### config.mk
export PLATFORM = sky130hd
export DESIGN_NAME = trial_division_factorizer
export DESIGN_NICKNAME = d
export VERILOG_FILES = /design/src/design/tdf_pkg.sv /design/src/design/tdf_front.sv /design/src/design/tdf_queue.sv /design/src/design/tdf_div.sv /design/src/design/tdf_back.sv /design/src/design/trial_division_factorizer.sv
export VERILOG_INCLUDE_DIRS = /design/src /design/src/design
export SDC_FILE = /design/constraint.sdc
export NUM_CORES = 1
export LEC_CHECK = 0
export BUFFER_PORTS_ARGS = -buffer_cell sky130_fd_sc_hd__buf_2
export CAP_MARGIN = 5
export CORE_MARGIN = 2
export CORE_UTILIZATION = 45
export DETAILED_ROUTE_END_ITERATION = 10
export SLEW_MARGIN = 20
export SYNTH_ARGS = -nofsm -noshare
export SYNTH_HDL_FRONTEND = slang
export SYNTH_SLANG_ARGS = --single-unit
### constraint.sdc
create_clock -name aclk -period 5.51 [get_ports aclk]
set_clock_uncertainty 0.05 [all_clocks]
set_input_delay 0 -clock aclk [delete_from_list [all_inputs] [get_ports aclk]]
set_output_delay 0 -clock aclk [all_outputs]
set_load 0.01 [all_outputs]
### src/design/trial_division_factorizer_defines.svh
// assertion macros shared by the trial division factorizer modules
// depends on nothing; included by the modules that carry assertions
`ifndef TRIAL_DIVISION_FACTORIZER_DEFINES_SVH
`define TRIAL_DIVISION_FACTORIZER_DEFINES_SVH
`ifndef SYNTHESIS
// property that must hold at every clock edge outside reset
`define TDF_ASSERT(label, clk, rstn, prop) \
    label: assert property (@(posedge clk) disable iff (!(rstn)) (prop)) \
        else $error("assertion failed");
// condition that must never be true outside reset
`define TDF_NEVER(label, clk, rstn, expr) \
    label: assert property (@(posedge clk) disable iff (!(rstn)) !(expr)) \
        else $error("forbidden condition seen");
`else
`define TDF_ASSERT(label, clk, rstn, prop)
`define TDF_NEVER(label, clk, rstn, expr)
`endif
`endif

### src/design/tdf_pkg.sv
// types and constants of the trial division factorizer
// depends on nothing; used by every module of the block except tdf_div
`default_nettype none
package tdf_pkg;

    localparam int VALUE_W     = 32;
    localparam int PRIME_W     = 32;
    localparam int EXP_W       = 5;
    localparam int OUT_TDATA_W = 40;
    localparam int QUEUE_DEPTH = 2;
    localparam logic [EXP_W-1:0] EXP_MAX = 5'd31;

    // item kind decided by the front part
    typedef enum logic {
        KIND_ONE,
        KIND_FULL
    } kind_t;

    // one queued item
    typedef struct packed {
        kind_t              kind;
        logic [VALUE_W-1:0] value;
    } item_t;

    // one result item
    typedef struct packed {
        logic [PRIME_W-1:0] prime;
        logic [EXP_W-1:0]   exponent;
        logic               last;
        logic               none;
    } result_t;

    // back part sequencer
    typedef enum logic [1:0] {
        ST_IDLE,
        ST_DIV_START,
        ST_DIV_WAIT,
        ST_EMIT
    } back_state_t;

endpackage
`default_nettype wire

### src/design/tdf_front.sv
// front part: input register and classification of each item
// depends on tdf_pkg
`default_nettype none
module tdf_front #(
    parameter int WIDTH = 32
) (
    input  wire logic                         aclk,
    input  wire logic                         aresetn,
    input  wire logic                         s_tvalid,
    output logic                              s_tready,
    input  wire logic [tdf_pkg::VALUE_W-1:0]  s_value,
    output logic                              push_valid,
    input  wire logic                         push_ready,
    output tdf_pkg::item_t                    push_item
);

    logic                            valid_reg;
    logic                            valid_next;
    tdf_pkg::item_t                  item_reg;
    logic [WIDTH+tdf_pkg::VALUE_W-1:0] value_ext;
    logic [WIDTH-1:0]                value_used;
    logic                            is_one;

    // only the low WIDTH bits count
    assign value_ext  = {{WIDTH{1'b0}}, s_value};
    assign value_used = value_ext[WIDTH-1:0];
    assign is_one     = (value_used == {{(WIDTH-1){1'b0}}, 1'b1});

    assign s_tready   = !valid_reg || push_ready;
    assign push_valid = valid_reg;
    assign push_item  = item_reg;

    // stage valid
    always_comb begin
        valid_next = valid_reg;
        if (s_tvalid && s_tready) begin
            valid_next = 1'b1;
        end else if (push_ready) begin
            valid_next = 1'b0;
        end
    end

    always_ff @(posedge aclk) begin
        if (!aresetn) begin
            valid_reg <= 1'b0;
        end else begin
            valid_reg <= valid_next;
        end
    end

    // classified payload
    always_ff @(posedge aclk) begin
        if (s_tvalid && s_tready) begin
            item_reg.kind  <= is_one ? tdf_pkg::KIND_ONE : tdf_pkg::KIND_FULL;
            item_reg.value <= s_value;
        end
    end

endmodule
`default_nettype wire

### src/design/tdf_queue.sv
// short queue between the front and the back part
// depends on tdf_pkg
`default_nettype none
module tdf_queue (
    input  wire logic     aclk,
    input  wire logic     aresetn,
    input  wire logic     push_valid,
    output logic          push_ready,
    input  wire tdf_pkg::item_t push_item,
    output logic          pop_valid,
    input  wire logic     pop_ready,
    output tdf_pkg::item_t pop_item
);

    localparam int PTR_W = $clog2(tdf_pkg::QUEUE_DEPTH);
    localparam int CNT_W = $clog2(tdf_pkg::QUEUE_DEPTH + 1);
    localparam logic [CNT_W-1:0] FULL_CNT = CNT_W'(tdf_pkg::QUEUE_DEPTH);
    localparam logic [PTR_W-1:0] LAST_PTR = PTR_W'(tdf_pkg::QUEUE_DEPTH - 1);

    tdf_pkg::item_t   mem [tdf_pkg::QUEUE_DEPTH];
    logic [PTR_W-1:0] wr_ptr_reg;
    logic [PTR_W-1:0] wr_ptr_next;
    logic [PTR_W-1:0] rd_ptr_reg;
    logic [PTR_W-1:0] rd_ptr_next;
    logic [CNT_W-1:0] count_reg;
    logic [CNT_W-1:0] count_next;
    logic             do_push;
    logic             do_pop;

    assign push_ready = (count_reg != FULL_CNT);
    assign pop_valid  = (count_reg != '0);
    assign pop_item   = mem[rd_ptr_reg];
    assign do_push    = push_valid && push_ready;
    assign do_pop     = pop_valid && pop_ready;

    // pointers and fill count
    always_comb begin
        wr_ptr_next = wr_ptr_reg;
        rd_ptr_next = rd_ptr_reg;
        count_next  = count_reg;
        if (do_push) begin
            wr_ptr_next = (wr_ptr_reg == LAST_PTR) ? '0 : wr_ptr_reg + 1'b1;
        end
        if (do_pop) begin
            rd_ptr_next = (rd_ptr_reg == LAST_PTR) ? '0 : rd_ptr_reg + 1'b1;
        end
        if (do_push && !do_pop) begin
            count_next = count_reg + 1'b1;
        end else if (do_pop && !do_push) begin
            count_next = count_reg - 1'b1;
        end
    end

    always_ff @(posedge aclk) begin
        if (!aresetn) begin
            wr_ptr_reg <= '0;
            rd_ptr_reg <= '0;
            count_reg  <= '0;
        end else begin
            wr_ptr_reg <= wr_ptr_next;
            rd_ptr_reg <= rd_ptr_next;
            count_reg  <= count_next;
        end
    end

    // storage
    always_ff @(posedge aclk) begin
        if (do_push) begin
            mem[wr_ptr_reg] <= push_item;
        end
    end

endmodule
`default_nettype wire

### src/design/tdf_div.sv
// restoring divider, one quotient bit per cycle
// depends on nothing; used by tdf_back
`default_nettype none
module tdf_div #(
    parameter int WIDTH = 32
) (
    input  wire logic             aclk,
    input  wire logic             aresetn,
    input  wire logic             start,
    input  wire logic [WIDTH-1:0] dividend,
    input  wire logic [WIDTH-1:0] divisor,
    output logic                  done,
    output logic [WIDTH-1:0]      quotient,
    output logic [WIDTH-1:0]      remainder
);

    localparam int STEP_W = $clog2(WIDTH + 1);
    localparam logic [STEP_W-1:0] LAST_STEP = STEP_W'(WIDTH);

    logic [WIDTH-1:0]  rem_reg;
    logic [WIDTH-1:0]  rem_next;
    logic [WIDTH-1:0]  quo_reg;
    logic [WIDTH-1:0]  quo_next;
    logic [WIDTH-1:0]  dvs_reg;
    logic [STEP_W-1:0] step_reg;
    logic [STEP_W-1:0] step_next;
    logic              busy_reg;
    logic              busy_next;
    logic              done_reg;
    logic              done_next;
    logic [WIDTH:0]    trial;
    logic [WIDTH:0]    diff;
    logic              fits;

    assign done      = done_reg;
    assign quotient  = quo_reg;
    assign remainder = rem_reg;

    // one shift and subtract step
    assign trial = {rem_reg, quo_reg[WIDTH-1]};
    assign diff  = trial - {1'b0, dvs_reg};
    assign fits  = (trial >= {1'b0, dvs_reg});

    always_comb begin
        rem_next  = rem_reg;
        quo_next  = quo_reg;
        step_next = step_reg;
        busy_next = busy_reg;
        done_next = 1'b0;
        if (start) begin
            rem_next  = '0;
            quo_next  = dividend;
            step_next = '0;
            busy_next = 1'b1;
        end else if (busy_reg) begin
            rem_next  = fits ? diff[WIDTH-1:0] : trial[WIDTH-1:0];
            quo_next  = {quo_reg[WIDTH-2:0], fits};
            step_next = step_reg + 1'b1;
            if (step_reg == LAST_STEP - 1'b1) begin
                busy_next = 1'b0;
                done_next = 1'b1;
            end
        end
    end

    always_ff @(posedge aclk) begin
        if (!aresetn) begin
            busy_reg <= 1'b0;
            done_reg <= 1'b0;
            step_reg <= '0;
        end else begin
            busy_reg <= busy_next;
            done_reg <= done_next;
            step_reg <= step_next;
        end
    end

    always_ff @(posedge aclk) begin
        rem_reg <= rem_next;
        quo_reg <= quo_next;
        if (start) begin
            dvs_reg <= divisor;
        end
    end

endmodule
`default_nettype wire

### src/design/tdf_back.sv
// back part: trial division sequencer and result output register
// depends on tdf_pkg, tdf_div and trial_division_factorizer_defines.svh
`default_nettype none
`include "trial_division_factorizer_defines.svh"
module tdf_back #(
    parameter int WIDTH = 32
) (
    input  wire logic      aclk,
    input  wire logic      aresetn,
    input  wire logic      pop_valid,
    output logic           pop_ready,
    input  wire tdf_pkg::item_t pop_item,
    output logic           m_tvalid,
    input  wire logic      m_tready,
    output tdf_pkg::result_t m_result
);

    localparam int CAND_W = WIDTH / 2 + 2;
    localparam logic [CAND_W-1:0] FIRST_CAND = CAND_W'(2);
    localparam logic [WIDTH-1:0]  ONE_W = {{(WIDTH-1){1'b0}}, 1'b1};

    tdf_pkg::back_state_t state_reg;
    tdf_pkg::back_state_t state_next;

    logic [WIDTH-1:0]            n_reg;
    logic [WIDTH-1:0]            n_next;
    logic [CAND_W-1:0]           c_reg;
    logic [CAND_W-1:0]           c_next;
    logic [tdf_pkg::EXP_W-1:0]   cnt_reg;
    logic [tdf_pkg::EXP_W-1:0]   cnt_next;
    logic                        inner_reg;
    logic                        inner_next;
    logic                        fin_reg;
    logic                        fin_next;
    tdf_pkg::result_t            res_reg;
    tdf_pkg::result_t            res_next;
    logic                        m_valid_reg;
    logic                        m_valid_next;
    tdf_pkg::result_t            m_res_reg;
    tdf_pkg::result_t            m_res_next;

    logic                        div_start;
    logic                        div_done;
    logic [WIDTH-1:0]            div_q;
    logic [WIDTH-1:0]            div_r;
    logic [WIDTH+CAND_W-1:0]     c_ext;
    logic [WIDTH-1:0]            c_full;
    logic [WIDTH+tdf_pkg::VALUE_W-1:0] v_ext;
    logic [WIDTH+tdf_pkg::PRIME_W-1:0] n_pext;
    logic [CAND_W+tdf_pkg::PRIME_W-1:0] c_pext;
    logic [tdf_pkg::PRIME_W-1:0] n_prime;
    logic [tdf_pkg::PRIME_W-1:0] c_prime;
    logic                        past_root;
    logic                        r_zero;
    logic                        n_is_one;
    logic                        emit_dec;
    logic                        quiet_dec;
    logic                        out_free;
    logic [tdf_pkg::EXP_W-1:0]   cnt_inc;

    tdf_div #(
        .WIDTH(WIDTH)
    ) u_div (
        .aclk     (aclk),
        .aresetn  (aresetn),
        .start    (div_start),
        .dividend (n_reg),
        .divisor  (c_full),
        .done     (div_done),
        .quotient (div_q),
        .remainder(div_r)
    );

    // width adaption
    assign c_ext   = {{WIDTH{1'b0}}, c_reg};
    assign c_full  = c_ext[WIDTH-1:0];
    assign v_ext   = {{WIDTH{1'b0}}, pop_item.value};
    assign n_pext  = {{tdf_pkg::PRIME_W{1'b0}}, n_reg};
    assign c_pext  = {{tdf_pkg::PRIME_W{1'b0}}, c_reg};
    assign n_prime = n_pext[tdf_pkg::PRIME_W-1:0];
    assign c_prime = c_pext[tdf_pkg::PRIME_W-1:0];

    // decisions on a finished division
    assign past_root = (c_full > div_q);
    assign r_zero    = (div_r == '0);
    assign n_is_one  = (n_reg == ONE_W);
    assign emit_dec  = inner_reg ? !r_zero : (past_root && !n_is_one);
    assign quiet_dec = !inner_reg && past_root && n_is_one;
    assign out_free  = !m_valid_reg || m_tready;
    assign cnt_inc   = (cnt_reg == tdf_pkg::EXP_MAX) ? cnt_reg : cnt_reg + 1'b1;

    // next state
    always_comb begin
        state_next = state_reg;
        case (state_reg)
            tdf_pkg::ST_IDLE: begin
                if (pop_valid) begin
                    state_next = (pop_item.kind == tdf_pkg::KIND_ONE) ?
                                 tdf_pkg::ST_EMIT : tdf_pkg::ST_DIV_START;
                end
            end
            tdf_pkg::ST_DIV_START: begin
                state_next = tdf_pkg::ST_DIV_WAIT;
            end
            tdf_pkg::ST_DIV_WAIT: begin
                if (div_done) begin
                    if (emit_dec) begin
                        state_next = tdf_pkg::ST_EMIT;
                    end else if (quiet_dec) begin
                        state_next = tdf_pkg::ST_IDLE;
                    end else begin
                        state_next = tdf_pkg::ST_DIV_START;
                    end
                end
            end
            tdf_pkg::ST_EMIT: begin
                if (out_free) begin
                    state_next = fin_reg ? tdf_pkg::ST_IDLE : tdf_pkg::ST_DIV_START;
                end
            end
            default: begin
                state_next = tdf_pkg::ST_IDLE;
            end
        endcase
    end

    // outputs and working values
    always_comb begin
        pop_ready    = 1'b0;
        div_start    = 1'b0;
        n_next       = n_reg;
        c_next       = c_reg;
        cnt_next     = cnt_reg;
        inner_next   = inner_reg;
        fin_next     = fin_reg;
        res_next     = res_reg;
        m_valid_next = m_valid_reg;
        m_res_next   = m_res_reg;
        if (m_tready) begin
            m_valid_next = 1'b0;
        end
        case (state_reg)
            tdf_pkg::ST_IDLE: begin
                pop_ready = 1'b1;
                if (pop_valid) begin
                    n_next     = v_ext[WIDTH-1:0];
                    c_next     = FIRST_CAND;
                    cnt_next   = '0;
                    inner_next = 1'b0;
                    fin_next   = 1'b1;
                    res_next   = '{prime: '0, exponent: '0, last: 1'b1, none: 1'b1};
                end
            end
            tdf_pkg::ST_DIV_START: begin
                div_start = 1'b1;
            end
            tdf_pkg::ST_DIV_WAIT: begin
                if (div_done) begin
                    if (!inner_reg) begin
                        if (past_root) begin
                            // leftover part is itself prime
                            fin_next = 1'b1;
                            res_next = '{prime: n_prime, exponent: tdf_pkg::EXP_W'(1),
                                         last: 1'b1, none: 1'b0};
                        end else if (!r_zero) begin
                            c_next = c_reg + 1'b1;
                        end else begin
                            n_next     = div_q;
                            cnt_next   = tdf_pkg::EXP_W'(1);
                            inner_next = 1'b1;
                        end
                    end else if (r_zero) begin
                        n_next   = div_q;
                        cnt_next = cnt_inc;
                    end else begin
                        // candidate fully divided out; nothing follows once n is one
                        fin_next   = n_is_one;
                        inner_next = 1'b0;
                        c_next     = c_reg + 1'b1;
                        res_next   = '{prime: c_prime, exponent: cnt_reg,
                                       last: n_is_one, none: 1'b0};
                    end
                end
            end
            tdf_pkg::ST_EMIT: begin
                if (out_free) begin
                    m_valid_next = 1'b1;
                    m_res_next   = res_reg;
                end
            end
            default: begin
            end
        endcase
    end

    always_ff @(posedge aclk) begin
        if (!aresetn) begin
            state_reg   <= tdf_pkg::ST_IDLE;
            inner_reg   <= 1'b0;
            fin_reg     <= 1'b0;
            m_valid_reg <= 1'b0;
        end else begin
            state_reg   <= state_next;
            inner_reg   <= inner_next;
            fin_reg     <= fin_next;
            m_valid_reg <= m_valid_next;
        end
    end

    always_ff @(posedge aclk) begin
        n_reg     <= n_next;
        c_reg     <= c_next;
        cnt_reg   <= cnt_next;
        res_reg   <= res_next;
        m_res_reg <= m_res_next;
    end

    assign m_tvalid = m_valid_reg;
    assign m_result = m_res_reg;

    // checks
    `TDF_NEVER(a_cand_low, aclk, aresetn,
        (state_reg != tdf_pkg::ST_IDLE) && (c_reg < FIRST_CAND))
    `TDF_ASSERT(a_none_last, aclk, aresetn,
        (m_valid_reg && m_res_reg.none) |-> m_res_reg.last)
    `TDF_NEVER(a_inner_zero, aclk, aresetn,
        inner_reg && (state_reg != tdf_pkg::ST_IDLE) && (n_reg == '0))

endmodule
`default_nettype wire

### src/design/trial_division_factorizer.sv
// top level of the trial division factorizer
// depends on tdf_pkg, tdf_front, tdf_queue and tdf_back
`default_nettype none
// Factors each unsigned input value by trial division and streams out one
// result per distinct prime with its exponent, ascending, the final result
// of each value marked by m_tlast; an input of one gives a single result with
// m_tuser set, an input of zero gives prime zero with exponent one. Each
// candidate is tried by dividing the unfactored part on a restoring divider
// that yields one quotient bit per cycle; a candidate that divides it is
// divided out again until a remainder is left, and the search ends once
// the candidate exceeds the quotient. The front stage and a two-entry queue
// take new values while a value is being worked.
module trial_division_factorizer #(
    parameter int WIDTH = 32
) (
    input  wire logic        aclk,
    input  wire logic        aresetn,
    input  wire logic        s_tvalid,
    output logic             s_tready,
    input  wire logic [31:0] s_tdata,   // value[31:0]
    output logic             m_tvalid,
    input  wire logic        m_tready,
    output logic [39:0]      m_tdata,   // prime[31:0], exponent[36:32], zero[39:37]
    output logic             m_tlast,
    output logic             m_tuser    // none
);

    logic             push_valid;
    logic             push_ready;
    tdf_pkg::item_t   push_item;
    logic             pop_valid;
    logic             pop_ready;
    tdf_pkg::item_t   pop_item;
    tdf_pkg::result_t result;

    tdf_front #(
        .WIDTH(WIDTH)
    ) u_front (
        .aclk      (aclk),
        .aresetn   (aresetn),
        .s_tvalid  (s_tvalid),
        .s_tready  (s_tready),
        .s_value   (s_tdata),
        .push_valid(push_valid),
        .push_ready(push_ready),
        .push_item (push_item)
    );

    tdf_queue u_queue (
        .aclk      (aclk),
        .aresetn   (aresetn),
        .push_valid(push_valid),
        .push_ready(push_ready),
        .push_item (push_item),
        .pop_valid (pop_valid),
        .pop_ready (pop_ready),
        .pop_item  (pop_item)
    );

    tdf_back #(
        .WIDTH(WIDTH)
    ) u_back (
        .aclk     (aclk),
        .aresetn  (aresetn),
        .pop_valid(pop_valid),
        .pop_ready(pop_ready),
        .pop_item (pop_item),
        .m_tvalid (m_tvalid),
        .m_tready (m_tready),
        .m_result (result)
    );

    // result packing
    assign m_tdata = {3'b000, result.exponent, result.prime};
    assign m_tlast = result.last;
    assign m_tuser = result.none;

endmodule
`default_nettype wire
# Yosys cells after proc, flatten, opt, wreduce, memory -nomap -nowiden
# Memories as Yosys holds them, arrays and structs flattened. A register that Yosys moved wholly into a read port is not among the register bits.
# Index checks and enable logic that the tools add are counted.
# W data, S select, Z words.
dict set report op_classes {
  n_addsub 8
  n_lt_le_gt_ge 2
  n_eq_ne 17
  muxes 70
  n_bitwise 2
  reduce_logical 32
}
# operator n
set op_table {}
lappend op_table {{$mux W32} 8}
lappend op_table {{$mux W39} 5}
lappend op_table {{$mux W18} 5}
lappend op_table {{$pmux W39 S2} 1}
lappend op_table {{$eq A32 B1 Y1 const B} 2}
lappend op_table {{$pmux W32 S2} 1}
lappend op_table {{$pmux W18 S2} 1}
lappend op_table {{$mux W5} 7}
lappend op_table {{$ge A33 B18 Y1} 1}
lappend op_table {{$gt A18 B32 Y1} 1}
lappend op_table {{$logic_not A32 Y1} 1}
lappend op_table {{$sub A32 B18 Y32} 1}
lappend op_table {{$mux W1} 31}
lappend op_table {{$add A18 B1 Y18 const B} 1}
lappend op_table {{$mux W2} 7}
lappend op_table {{$pmux W5 S2} 1}
lappend op_table {{$reduce_bool A2 Y1} 5}
lappend op_table {{$ne A3 B3 Y1 const B} 3}
lappend op_table {{$logic_and A1 B1 Y1} 8}
lappend op_table {{$pmux W2 S4} 1}
lappend op_table {{$logic_not A1 Y1} 7}
lappend op_table {{$reduce_and A7 Y1} 1}
lappend op_table {{$add A6 B1 Y6 const B} 1}
lappend op_table {{$eq A6 B5 Y1 const B} 1}
lappend op_table {{21 further kinds} 30}
dict set report totals {
  register_bits 266
  mem_bits_rw 66
  inputBits 36
  output_inout_bits 44
  mem_count 1
}
# memory words word_bits rd rd_ports_with_merged_regs wr line
set memory_table {}
lappend memory_table {u_queue.mem 2 33 1 1 1 tdf_queue.sv:20} ;# tdf_pkg::item_t mem [tdf_pkg::QUEUE_DEPTH];

# Logic depth before layout (Yosys ltp)
# Gate-level depths: netlist of run 1.
dict set report logic_depth {
  ltp_word 7
  mapped_depth 12
  mapped_depth_nobuf 10
}

# By module
# From an unflattened synthesis of run 1, not the netlist that was laid out.
dict set report unflattened {
  hier_cells 1296
  area_unflattened_um2 16024.1
}
# module n_inst cells_per_inst area_each_um2 seq_area_each_um2
set by_module_without_submodules {}
lappend by_module_without_submodules {tdf_back 1 525 6312.3 4093.9}
lappend by_module_without_submodules {tdf_div 1 591 5938.2 2722.6}
lappend by_module_without_submodules {tdf_queue 1 127 2616.3 2082.0}
lappend by_module_without_submodules {tdf_front 1 49 1131.1 1011.0}
lappend by_module_without_submodules {trial_division_factorizer 1 4 26.3 0.0}

# Worst setup path after synthesis of run 1
# OpenSTA, ideal clock, no wires.
dict set report synth_timing {
  path_type {reg-to-reg}
  startpoint {reg, netlist name u_back.u_div.remainder[23]}
  endpoint {reg u_back.n_reg[0] (netlist: u_back.n_prime[0]) (enable)}
  setup_ns 0.421
  arrival_ns 3.409
  required_time_ns 5.039
  slack_ns 1.630
  path_stages_with_launch 8
  path_buffers 1
  path_cell_list {dfxtp_1 -> or3_4 -> or4_4 -> buf_6 -> nor4_4 -> inv_1 -> o21a_1 -> nor2_1}
}
# element line
set synth_rtl {}
lappend synth_rtl {{end signal: assignment} tdf_back.sv:211} ;# n_reg <= n_next;
lappend synth_rtl {{end: declaration} tdf_back.sv:25} ;# logic [WIDTH-1:0] n_reg;

# Worst setup path after layout of run 1
dict set report layout_timing {
  startpoint {reg u_back.c_reg[11]}
  endpoint {reg u_back.res_reg[0] in the netlist's numbering (enable)}
}
dict set report layout_between {
  elab_chain_cells 3
}
# element line
set layout_rtl {}
lappend layout_rtl {{start: declaration} tdf_back.sv:27} ;# logic [CAND_W-1:0] c_reg;
lappend layout_rtl {{start signal: assignment} tdf_back.sv:212} ;# c_reg <= c_next;
lappend layout_rtl {{$gt A18 B32 Y1} tdf_back.sv:84} ;# assign past_root = (c_full > div_q);
lappend layout_rtl {{$ne A3 B1 Y1 (no source line)} -}
lappend layout_rtl {{$reduce_and A5 Y1 (no source line)} -}
lappend layout_rtl {{end signal: assignment} tdf_back.sv:214} ;# res_reg <= res_next;
lappend layout_rtl {{end: declaration} tdf_back.sv:35} ;# tdf_pkg::result_t res_reg;
# Every way passes these cells.
# A chain may end at the register's enable or synchronous reset.

==> results.txt, run 1 <==
----------------------------------------------------
[Status]
  Run status ... completed

[Placed design]
  HPWL reported at the end of detailed placement ... 20.5 mm
  Count of buffers from port buffering ... 76
  Final Wtd Congestion ... 0.882
  DP Worst Slack ... 1660 ps

[Hold path]
  Class of the worst hold path ... in2reg

[Critical path]
  Kind of end point of the critical path ... flip-flop
  Critical Path Source Type ... flip-flop
  Class of the most critical setup path ... reg2reg
  Arrival time at the worst endpoint ... 4000 ps
  R2R Setup Slk ... 1660 ps
  Critical path data required time ... 5660 ps
  Critical Path Fanout Max ... 21

[GRT]
  Number of global-route vias before repair ... 9,109
  Antenna violations before repair ... 0
  Global-route wire length before repair ... 50.0 mm
  Largest net degree at the start of global routing ... 96
  Gr usage total ... 0.187
  Global route overflow ... 0

[Detailed routing]
  Average vias per placed instance ... 5.32
  Drt first-iter violations ... 672
  Total Routed Length ... 31.0 mm
  Final routed DRC violation total ... 0
  Detailed-router iteration count before antenna repair ... 5
  Antenna violation net count after detailed routing ... 0
  Overall via count from detail_route ... 9,404
  Average detailed-routed wire length per instance ... 17.5 um

[Clock network]
  H-tree Lvls ... 2
  Clock Tree Buf Depth ... 3
  Buffers inserted during post-CTS setup optimization ... 0
  Number of clock sinks ... 333
  Latest clock arrival within the worst-skew pair ... 530 ps
  Total clock buffers created by CTS ... 36
  TritonCTS clock tree ... done
  Clk Tree Root Cell ... sky130_fd_sc_hd__clkbuf_16
  Clock-pin slew of the registers on the worst-case setup and hold paths ... 60 ps

[Synthesis]
  Yosys warning count ... 0
  Proportion of synthesized chip area in sequential cells ... 0.647
  Total standard cell area after synthesis ... 14,700 um2
  Cell variety after synth ... 72
  Leading register cell type out of synthesis ... sky130_fd_sc_hd__edfxtp_1
  Async SR Flop Fraction ... 0
  Total of flip-flops plus latches after synthesis ... 333
  Number of flops mapped to enable cells by yosys ... 282
  Syn avg cell area ... 12.4 um2
  Post-synthesis cell count ... 1,186

[STA]
  Max Freq ... 260 MHz
  Worst slew pin tran ... 996 ps
  Unrepaired setup endpoints after global routing ... no
  Setup total negative slack ... 0 ps
  Worst hold margin ... 143 ps
  Setup Viol. Count Final ... 0
  Worst relative slew slack ... 0.336
  Final worst-path cycle share ... 0.699
  Final setup margin ... 1660 ps
  Number of slew-limit violations in the final report ... 0
  Clock period minus worst slack ... 3850 ps
  Number of hold violations in the final report ... 0

[Pwr]
  Portion of total power attributed to combinational logic ... 0.301
  VDD IR-drop max ... 226 uV
  Seq pwr share ... 0.454
  Total design power ... 9510 uW
  Clock power frac ... 0.245
  Cell internal power dissipation ... 6190 uW
  Pwr Density ... 559 nW/um2
  Switch Pwr ... 3320 uW
  Switching Fraction ... 0.349
  P_leak ... 0.00614 uW

[Die]
  Top Ports ... 80
  Chip height ... 185 um
  Initial Utilization ... 0.454
  Core box area ... 32,300 um2
  Total number of placement rows ... 66
  X dimension of the die ... 185 um
  Die area ... 34,000 um2

[Cells and area]
  Synth-to-Final Area Change ... 16.1%
  Total inserted antenna cells ... 0
  Number of nets in the final layout ... 1,378
  Number of flip-flops in the largest register ... 66
  Fillers ... 2,778
  Final Core Density ... 0.527
  Fraction of layout instances using a drive strength above 1 ... 0.133

[Flow run]
  Count of maximum capacitance violations ... 0

----------------------------------------------------
[cells in the mapped netlist (4+ instances only)]
library cell               number  area, um2
sky130_fd_sc_hd__or4_1          4       30.0
sky130_fd_sc_hd__and4_1         4       35.0
sky130_fd_sc_hd__xnor2_1       18        158
sky130_fd_sc_hd__nor2_1        73        274
sky130_fd_sc_hd__a311oi_1      10       87.6
sky130_fd_sc_hd__a31oi_1       20        125
sky130_fd_sc_hd__or2_2          6       37.5
sky130_fd_sc_hd__edfxtp_1     282       8470
sky130_fd_sc_hd__mux2i_1       54        541
sky130_fd_sc_hd__and2_1         6       37.5
sky130_fd_sc_hd__dfxtp_1       51       1020
sky130_fd_sc_hd__ha_1          41        513
sky130_fd_sc_hd__buf_4          4       30.0
sky130_fd_sc_hd__xor2_1        13        114
sky130_fd_sc_hd__and3_1        30        188
sky130_fd_sc_hd__buf_1          7       26.3
sky130_fd_sc_hd__or3_1         22        138
sky130_fd_sc_hd__nor3_1        11       55.1
sky130_fd_sc_hd__nand2_1      153        574
sky130_fd_sc_hd__nand4_1       14       87.6
sky130_fd_sc_hd__nand2b_1       8       50.1
sky130_fd_sc_hd__clkbuf_1      37        139
sky130_fd_sc_hd__a21o_1         7       52.6
sky130_fd_sc_hd__inv_1         49        184
sky130_fd_sc_hd__o21ai_0       97        485
sky130_fd_sc_hd__a21boi_0       8       60.1
sky130_fd_sc_hd__o21a_1        11       82.6
sky130_fd_sc_hd__o31ai_1        6       45.0
sky130_fd_sc_hd__a21oi_1       26        130
sky130_fd_sc_hd__nor4_1        31        194
sky130_fd_sc_hd__nor2b_1        9       56.3
sky130_fd_sc_hd__nand3_1       16       80.1
[worst max-delay path, stage by stage (launching register included)]
cell,delay [ps]
sky130_fd_sc_hd__edfxtp_1,520
sky130_fd_sc_hd__ha_1,360
sky130_fd_sc_hd__nand4_1,120
sky130_fd_sc_hd__or2_2,310
sky130_fd_sc_hd__nor2_1,110
sky130_fd_sc_hd__o21ai_0,90
sky130_fd_sc_hd__a311oi_1,730
sky130_fd_sc_hd__o21ai_1,190
sky130_fd_sc_hd__inv_1,640
sky130_fd_sc_hd__buf_4,390
[layout by cell type, fill, tap and decap left out, types with 10 or more instances in the layout]
| master | synthesis | routed |
|---|---|---|
| sky130_fd_sc_hd__o21a_1 | 11 | 11 |
| sky130_fd_sc_hd__nor3_1 | 11 | 11 |
| sky130_fd_sc_hd__buf_2 | 2 | 76 |
| sky130_fd_sc_hd__nand4_1 | 14 | 14 |
| sky130_fd_sc_hd__ha_1 | 41 | 41 |
| sky130_fd_sc_hd__nand3_1 | 16 | 16 |
| sky130_fd_sc_hd__a31oi_1 | 20 | 20 |
| sky130_fd_sc_hd__a21oi_1 | 26 | 26 |
| sky130_fd_sc_hd__and3_1 | 30 | 30 |
| sky130_fd_sc_hd__or3_1 | 22 | 22 |
| sky130_fd_sc_hd__xor2_1 | 13 | 13 |
| sky130_fd_sc_hd__buf_4 | 4 | 13 |
| sky130_fd_sc_hd__mux2i_1 | 54 | 54 |
| sky130_fd_sc_hd__dfxtp_1 | 51 | 49 |
| sky130_fd_sc_hd__nor2_1 | 73 | 71 |
| sky130_fd_sc_hd__clkbuf_16 | 0 | 37 |
| sky130_fd_sc_hd__edfxtp_1 | 282 | 282 |
| sky130_fd_sc_hd__o21ai_0 | 97 | 97 |
| sky130_fd_sc_hd__nor4_1 | 31 | 31 |
| sky130_fd_sc_hd__a311oi_1 | 10 | 10 |
| sky130_fd_sc_hd__xnor2_1 | 18 | 18 |
| sky130_fd_sc_hd__dlygate4sd3_1 | 0 | 37 |
| sky130_fd_sc_hd__inv_1 | 49 | 49 |
| sky130_fd_sc_hd__nand2_1 | 153 | 152 |
[power groups by stage]
stage                     clock, uW  sequential, uW  combinational, uW
after floorplan                   0            4160               2140
after global placement            0            4330               2800
after CTS                      2380            4310               2870
after global routing           2500            4400               3240
final                          2330            4320               2860
after detailed placement          0            4360               2830
[per-stage QoR]
stage / cell area, um2 / std cells
after CTS: 17000 / 1766
after floorplan: 14700 / 1188
final: 17000 / 1767
after global routing: 17000 / 1767
after global placement: 15500 / 1666
after detailed placement: 15500 / 1666
[final timing paths]
kind,cells after the start,start,to
worst max register to register,9,u_back.c_reg[11],u_back.res_reg[0]
worst min-delay path,2,s_tdata[19],u_front.push_item[19]
worst max-delay path,9,u_back.c_reg[11],u_back.res_reg[0]
worst min register to register,0,u_back.res_reg[15],u_back.m_result[15]
[layer usage]
layer	part of all wire	routed length, um	global-route usage
met5	0	0	0
met4	0.023	716	0.0586
met3	0.052	1620	0.0288
met2	0.44	13500	0.279
met1	0.49	15100	0.280
[area by class of cell]
class / count / area (um2) / share of cell area
flip-flops and latches: 333 / 9490 / 0.558
clock inverters: 17 / 170 / 0.0100
well taps: 442 / 553 / 0.0325
clock buffers: 46 / 970 / 0.0570
inverters: 52 / 195 / 0.0115
repair buffers: 127 / 868 / 0.0510
multi-input cells: 750 / 4770 / 0.280
[timing repair]
item,CTS,global route
hold buffers,37,0
endpoints found under the hold margin,48,0
resized for setup,0,0
[logic make-up after synthesis]
| family | Yosys count | share of synthesized area |
|---|---|---|
| adders and majority gates | 42 | 0.0363 |
| and+or+nand+nor | 407 | 0.140 |
| other | 1 | 0.000256 |
| muxes | 54 | 0.0369 |
| AOI/OAI and AO/OA | 213 | 0.0914 |
| DFF | 333 | 0.647 |
| xor gates and xnor gates | 31 | 0.0185 |
| buffers and inverters | 105 | 0.0296 |
No activity file was read; power rests on OpenSTA's default activity.
==> inputs of run 2 (changes only) <==
clock period = 3.2 ns   (was 5.51 ns; I/O delays follow)
==> run 2 against run 1 <==
Worst setup slack worse by 1400 ps. First-iteration DRC count is 8.2% lower. Critical path depth stayed put. Sequential share of layout area is 0.46 points lower. Sequential power is 72% higher. Register-to-register slack worse by 1400 ps. Via count is 1.5% higher. Cell count is 1.2% higher. Flip-flop and latch count stayed put. Routed wire length is 1.3% higher. Combinational power is 83% higher. Fmax is 29% higher.
==> results.txt, run 2 (synthesis gave the netlist of run 1 again) <==
----------------------------------------------------
[Cells and area]
  Synth-to-Final Area Change ... 17.0%
  Post-layout instance count excluding filler cells ... 1,789
  Total inserted antenna cells ... 0
  Layout Cell Area excl Fill ... 17,200 um2
  Most common library cell in the layout ignoring fill and taps ... sky130_fd_sc_hd__edfxtp_1
  Fraction of layout instances using a drive strength above 1 ... 0.143
  Fillers ... 2,767
  Number of flip-flops in the largest register ... 66
  Final Core Density ... 0.531
  Number of nets in the final layout ... 1,400
  Commonest non-fill, non-tap cells in the layout ... sky130_fd_sc_hd__edfxtp_1 (282), sky130_fd_sc_hd__nand2_1 (153), sky130_fd_sc_hd__o21ai_0 (97)

[Critical path]
  Kind of end point of the critical path ... flip-flop
  R2R Setup Slk ... 220 ps
  Arrival time at the worst endpoint ... 3160 ps
  Class of the most critical setup path ... reg2reg
  Critical Path Source Type ... flip-flop
  Critical Path Fanout Max ... 5
  Critical path data required time ... 3380 ps

[Clock network]
  Clock-pin slew of the registers on the worst-case setup and hold paths ... 60 ps
  Buffers inserted during post-CTS setup optimization ... 0
  Clk Tree Root Cell ... sky130_fd_sc_hd__clkbuf_16
  Clock Tree Buf Depth ... 3
  Latest clock arrival within the worst-skew pair ... 520 ps
  Number of clock sinks ... 333
  TritonCTS clock tree ... done
  Total clock buffers created by CTS ... 37
  H-tree Lvls ... 2

[Pwr]
  Pwr Density ... 962 nW/um2
  P_leak ... 0.00623 uW
  VDD IR-drop max ... 482 uV

[STA]
  Setup total negative slack ... 0 ps
  Number of hold violations in the final report ... 0
  Worst slew pin tran ... 1020 ps
  Number of slew-limit violations in the final report ... 0
  Final worst-path cycle share ... 0.932
  Setup Viol. Count Final ... 0
  Unrepaired setup endpoints after global routing ... no
  Max Freq ... 335 MHz
  Worst relative slew slack ... 0.320
  Final setup margin ... 219 ps
  Clock period minus worst slack ... 2980 ps

[Detailed routing]
  Final routed DRC violation total ... 0
  Average vias per placed instance ... 5.33
  Total Routed Length ... 31.3 mm
  Average detailed-routed wire length per instance ... 17.5 um
  Overall via count from detail_route ... 9,542
  Drt first-iter violations ... 617
  Detailed-router iteration count before antenna repair ... 5
  Antenna violation net count after detailed routing ... 0

[Placed design]
  Final Wtd Congestion ... 0.870
  DP Worst Slack ... 279 ps
  HPWL reported at the end of detailed placement ... 21.4 mm
  Placement-stage cell area ... 15,700 um2
  Placed cell count ... 1,688
  Count of buffers from port buffering ... 76

[GRT]
  Gr usage total ... 0.187
  Global route overflow ... 0
  Global-route wire length before repair ... 50.0 mm
  Antenna violations before repair ... 0
  Largest net degree at the start of global routing ... 68
  Number of global-route vias before repair ... 9,236

[Die]
  Chip height ... 185 um
  Die area ... 34,000 um2
  Core box area ... 32,300 um2
  X dimension of the die ... 185 um
  Initial Utilization ... 0.454
  Top Ports ... 80
  Total number of placement rows ... 66

[Hold path]
  Class of the worst hold path ... in2reg

[Flow run]
  Count of maximum capacitance violations ... 0

[Status]
  Run status ... completed

----------------------------------------------------
[run 2: cell count changes in the layout (fill, tap and decap cells not counted), sizes merged]
cell | previous run | this run
clkbuf | 46 | 52
buf | 90 | 111
inv | 53 | 50
clkinvlp | 2 | 1
bufinv | 2 | 0
clkinv | 12 | 13
[run 2: what timing repair did]
action | CTS | global route
hold buffers | 37 | 0
endpoints found under the hold margin | 45 | 0
resized for setup | 0 | 0
[run 2: final cells by class]
class	count	area [um2]	area share
clock inverter	12	68.8	0.00401
sequential	333	9490	0.553
multi-input combinational	750	4770	0.278
tap	442	553	0.0322
inverter	52	199	0.0116
clock buffer	52	1020	0.0596
timing repair buffer	148	1050	0.0612
[run 2: metal layers]
metal	global-route usage	part of all wire	up-vias
li1	-	-	4669
met1	0.274	0.48	4567
met2	0.287	0.44	256
met3	0.0287	0.053	50
met4	0.0589	0.024	0
met5	0	0	-
[run 2: final timing paths]
path                           start                    end  cells past startpoint
setup / recovery    u_back.c_reg[10]      u_back.cnt_reg[3]                      9
hold reg to reg   u_back.res_reg[17]    u_back.m_result[17]                      0
hold / removal           s_tdata[16]  u_front.push_item[16]                      2
setup reg to reg    u_back.c_reg[10]      u_back.cnt_reg[3]                      9
[run 2: critical path, cell delays in order (launching register included)]
cell	delay, ps
sky130_fd_sc_hd__edfxtp_1	510
sky130_fd_sc_hd__ha_1	360
sky130_fd_sc_hd__nand4_1	130
sky130_fd_sc_hd__or2_2	320
sky130_fd_sc_hd__nor4_1	330
sky130_fd_sc_hd__a311oi_1	130
sky130_fd_sc_hd__buf_4	200
sky130_fd_sc_hd__o21a_1	200
sky130_fd_sc_hd__a311oi_1	280
sky130_fd_sc_hd__buf_4	200
[run 2: through the flow]
step / hold WS, ps / power [uW]
after floorplan: 48.9 / 10900
after global placement: 140 / 12600
after detailed placement: 143 / 12700
after CTS: 136 / 16600
after global routing: 155 / 17500
final: 160 / 16500
[run 2: report_power, final]
group	internal [uW]	switching (uW)	total (uW)
clock	2230	1620	3850
sequential	6480	935	7410
combinational	2020	3220	5240
total	10700	5780	16500
==> inputs of run 3 (changes only) <==
RECOVER_POWER = 25   (was default)
SLEW_MARGIN = default   (was 20)
==> run 3 against run 2 <==
Cell area is 0.39% lower. Total power is essentially flat. Largest power group unchanged. Clock power barely moved. Flip-flop and latch count unchanged.
==> results.txt, run 3 (synthesis gave the netlist of run 1 again) <==
----------------------------------------------------
[Status]
  Run status ... completed

[Pwr]
  Switching Fraction ... 0.352
  VDD IR-drop max ... 484 uV
  Pwr Density ... 965 nW/um2
  Clock power frac ... 0.234
  Cell internal power dissipation ... 10,700 uW
  Portion of total power attributed to combinational logic ... 0.316
  P_leak ... 0.00611 uW
  Seq pwr share ... 0.450
  Total design power ... 16,500 uW
  Switch Pwr ... 5800 uW

[GRT]
  Largest net degree at the start of global routing ... 68
  Number of global-route vias before repair ... 9,236
  Global-route track usage on met1 ... 0.274
  Gr usage total ... 0.187
  Global route overflow ... 0
  Met3 layer usage reported by global route ... 0.0287
  Global-route wire length before repair ... 50.0 mm
  Met2 track demand over resource ... 0.287
  Global route hottest layer ... met2
  Antenna violations before repair ... 0

[Critical path]
  Kind of end point of the critical path ... flip-flop
  Class of the most critical setup path ... reg2reg
  Arrival time at the worst endpoint ... 3130 ps
  Critical Path Source Type ... flip-flop
  Critical path data required time ... 3380 ps
  Critical Path Fanout Max ... 5

[Detailed routing]
  Detailed-router iteration count before antenna repair ... 5
  Antenna violation net count after detailed routing ... 0
  Drt first-iter violations ... 619
  Average detailed-routed wire length per instance ... 17.6 um
  Average vias per placed instance ... 5.33
  Total Routed Length ... 31.5 mm
  Overall via count from detail_route ... 9,544
  Final routed DRC violation total ... 0

[Die]
  X dimension of the die ... 185 um
  Initial Utilization ... 0.454
  Core box area ... 32,300 um2
  Chip height ... 185 um
  Top Ports ... 80
  Total number of placement rows ... 66
  Die area ... 34,000 um2

[STA]
  Worst slew pin tran ... 1020 ps
  Setup total negative slack ... 0 ps
  Number of hold violations in the final report ... 0
  Worst relative slew slack ... 0.320
  Max Freq ... 339 MHz
  Final worst-path cycle share ... 0.921
  Number of slew-limit violations in the final report ... 0
  Worst hold margin ... 165 ps
  Setup Viol. Count Final ... 0
  Clock period minus worst slack ... 2950 ps
  Unrepaired setup endpoints after global routing ... no

[Cells and area]
  Most common library cell in the layout ignoring fill and taps ... sky130_fd_sc_hd__edfxtp_1
  Fillers ... 2,795
  Total inserted antenna cells ... 0
  Number of nets in the final layout ... 1,400
  Commonest non-fill, non-tap cells in the layout ... sky130_fd_sc_hd__edfxtp_1 (282), sky130_fd_sc_hd__nand2_1 (153), sky130_fd_sc_hd__o21ai_0 (97)
  Number of flip-flops in the largest register ... 66
  Synth-to-Final Area Change ... 16.6%
  Fraction of layout instances using a drive strength above 1 ... 0.113

[Clock network]
  Latest clock arrival within the worst-skew pair ... 520 ps
  TritonCTS clock tree ... done
  Post-CTS resize count ... 0
  Number of clock sinks ... 333
  Total clock buffers created by CTS ... 37
  Clk Tree Root Cell ... sky130_fd_sc_hd__clkbuf_16
  Clock-pin slew of the registers on the worst-case setup and hold paths ... 70 ps
  Clock Tree Buf Depth ... 3
  H-tree Lvls ... 2

[Placed design]
  HPWL reported at the end of detailed placement ... 21.4 mm
  Count of buffers from port buffering ... 76
  Final Wtd Congestion ... 0.870

[Flow run]
  Count of maximum capacitance violations ... 0

[Hold path]
  Class of the worst hold path ... in2reg

----------------------------------------------------
-- run 3: area by class of cell --
class	instances	area, um2	area share
Sequential cell	333	9490	0.555
Multi-Input combinational cell	750	4770	0.279
Clock buffer	52	1020	0.0599
Timing Repair Buffer	148	983	0.0575
Tap cell	442	553	0.0324
Inverter	52	199	0.0116
Clock inverter	12	68.8	0.00403
-- run 3: stage by stage --
step	utilization	cells	setup WS, ps	area [um2]
floorplan	-	1188	94.9	14700
global placement	0.486	1688	309	15700
detailed placement	0.486	1688	279	15700
CTS	0.531	1789	266	17200
finish	0.529	1789	253	17100
global route	0.529	1789	3.94	17100
-- run 3: path summary, 6_finish.rpt --
check,start,endpoint,slack (ps),depth (start not counted)
setup / recovery,u_back.u_div.quotient[13],u_back.cnt_reg[3],250,11
hold / removal,s_tdata[0],u_front.push_item[0],160,2
hold reg to reg,u_back.res_reg[17],u_back.m_result[17],360,0
setup reg to reg,u_back.u_div.quotient[13],u_back.cnt_reg[3],250,11
-- run 3: critical path, cell delays in order, from the launching register on --
cell                        delay [ps]
sky130_fd_sc_hd__edfxtp_1          390
sky130_fd_sc_hd__inv_1              90
sky130_fd_sc_hd__ha_1              250
sky130_fd_sc_hd__a21o_1            160
sky130_fd_sc_hd__a21oi_1           150
sky130_fd_sc_hd__nor2b_1            60
sky130_fd_sc_hd__a2111oi_0         430
sky130_fd_sc_hd__a311oi_1          220
sky130_fd_sc_hd__buf_4             200
sky130_fd_sc_hd__o21a_1            200
sky130_fd_sc_hd__a311oi_1          260
sky130_fd_sc_hd__buf_4             190
-- run 3: repair_timing --
action / 4_1_cts / 5_1_grt
hold buffers: 37 / 0
buffers inserted: 0 / 0
endpoints found under the hold margin: 45 / 0
-- run 3: power groups by stage --
| stage | Clock [uW] | Sequential, uW | Combinational [uW] |
|---|---|---|---|
| after floorplan | 0 | 7140 | 3710 |
| after global placement | 0 | 7450 | 5150 |
| after detailed placement | 0 | 7470 | 5190 |
| after CTS | 3950 | 7390 | 5260 |
| after global routing | 4120 | 7530 | 5860 |
| final | 3860 | 7420 | 5210 |
-- run 3: metal layers --
metal | part of all wire | wire, um
met4 | 0.025 | 802
met1 | 0.48 | 15100
met3 | 0.052 | 1620
met2 | 0.44 | 13900
met5 | 0 | 0
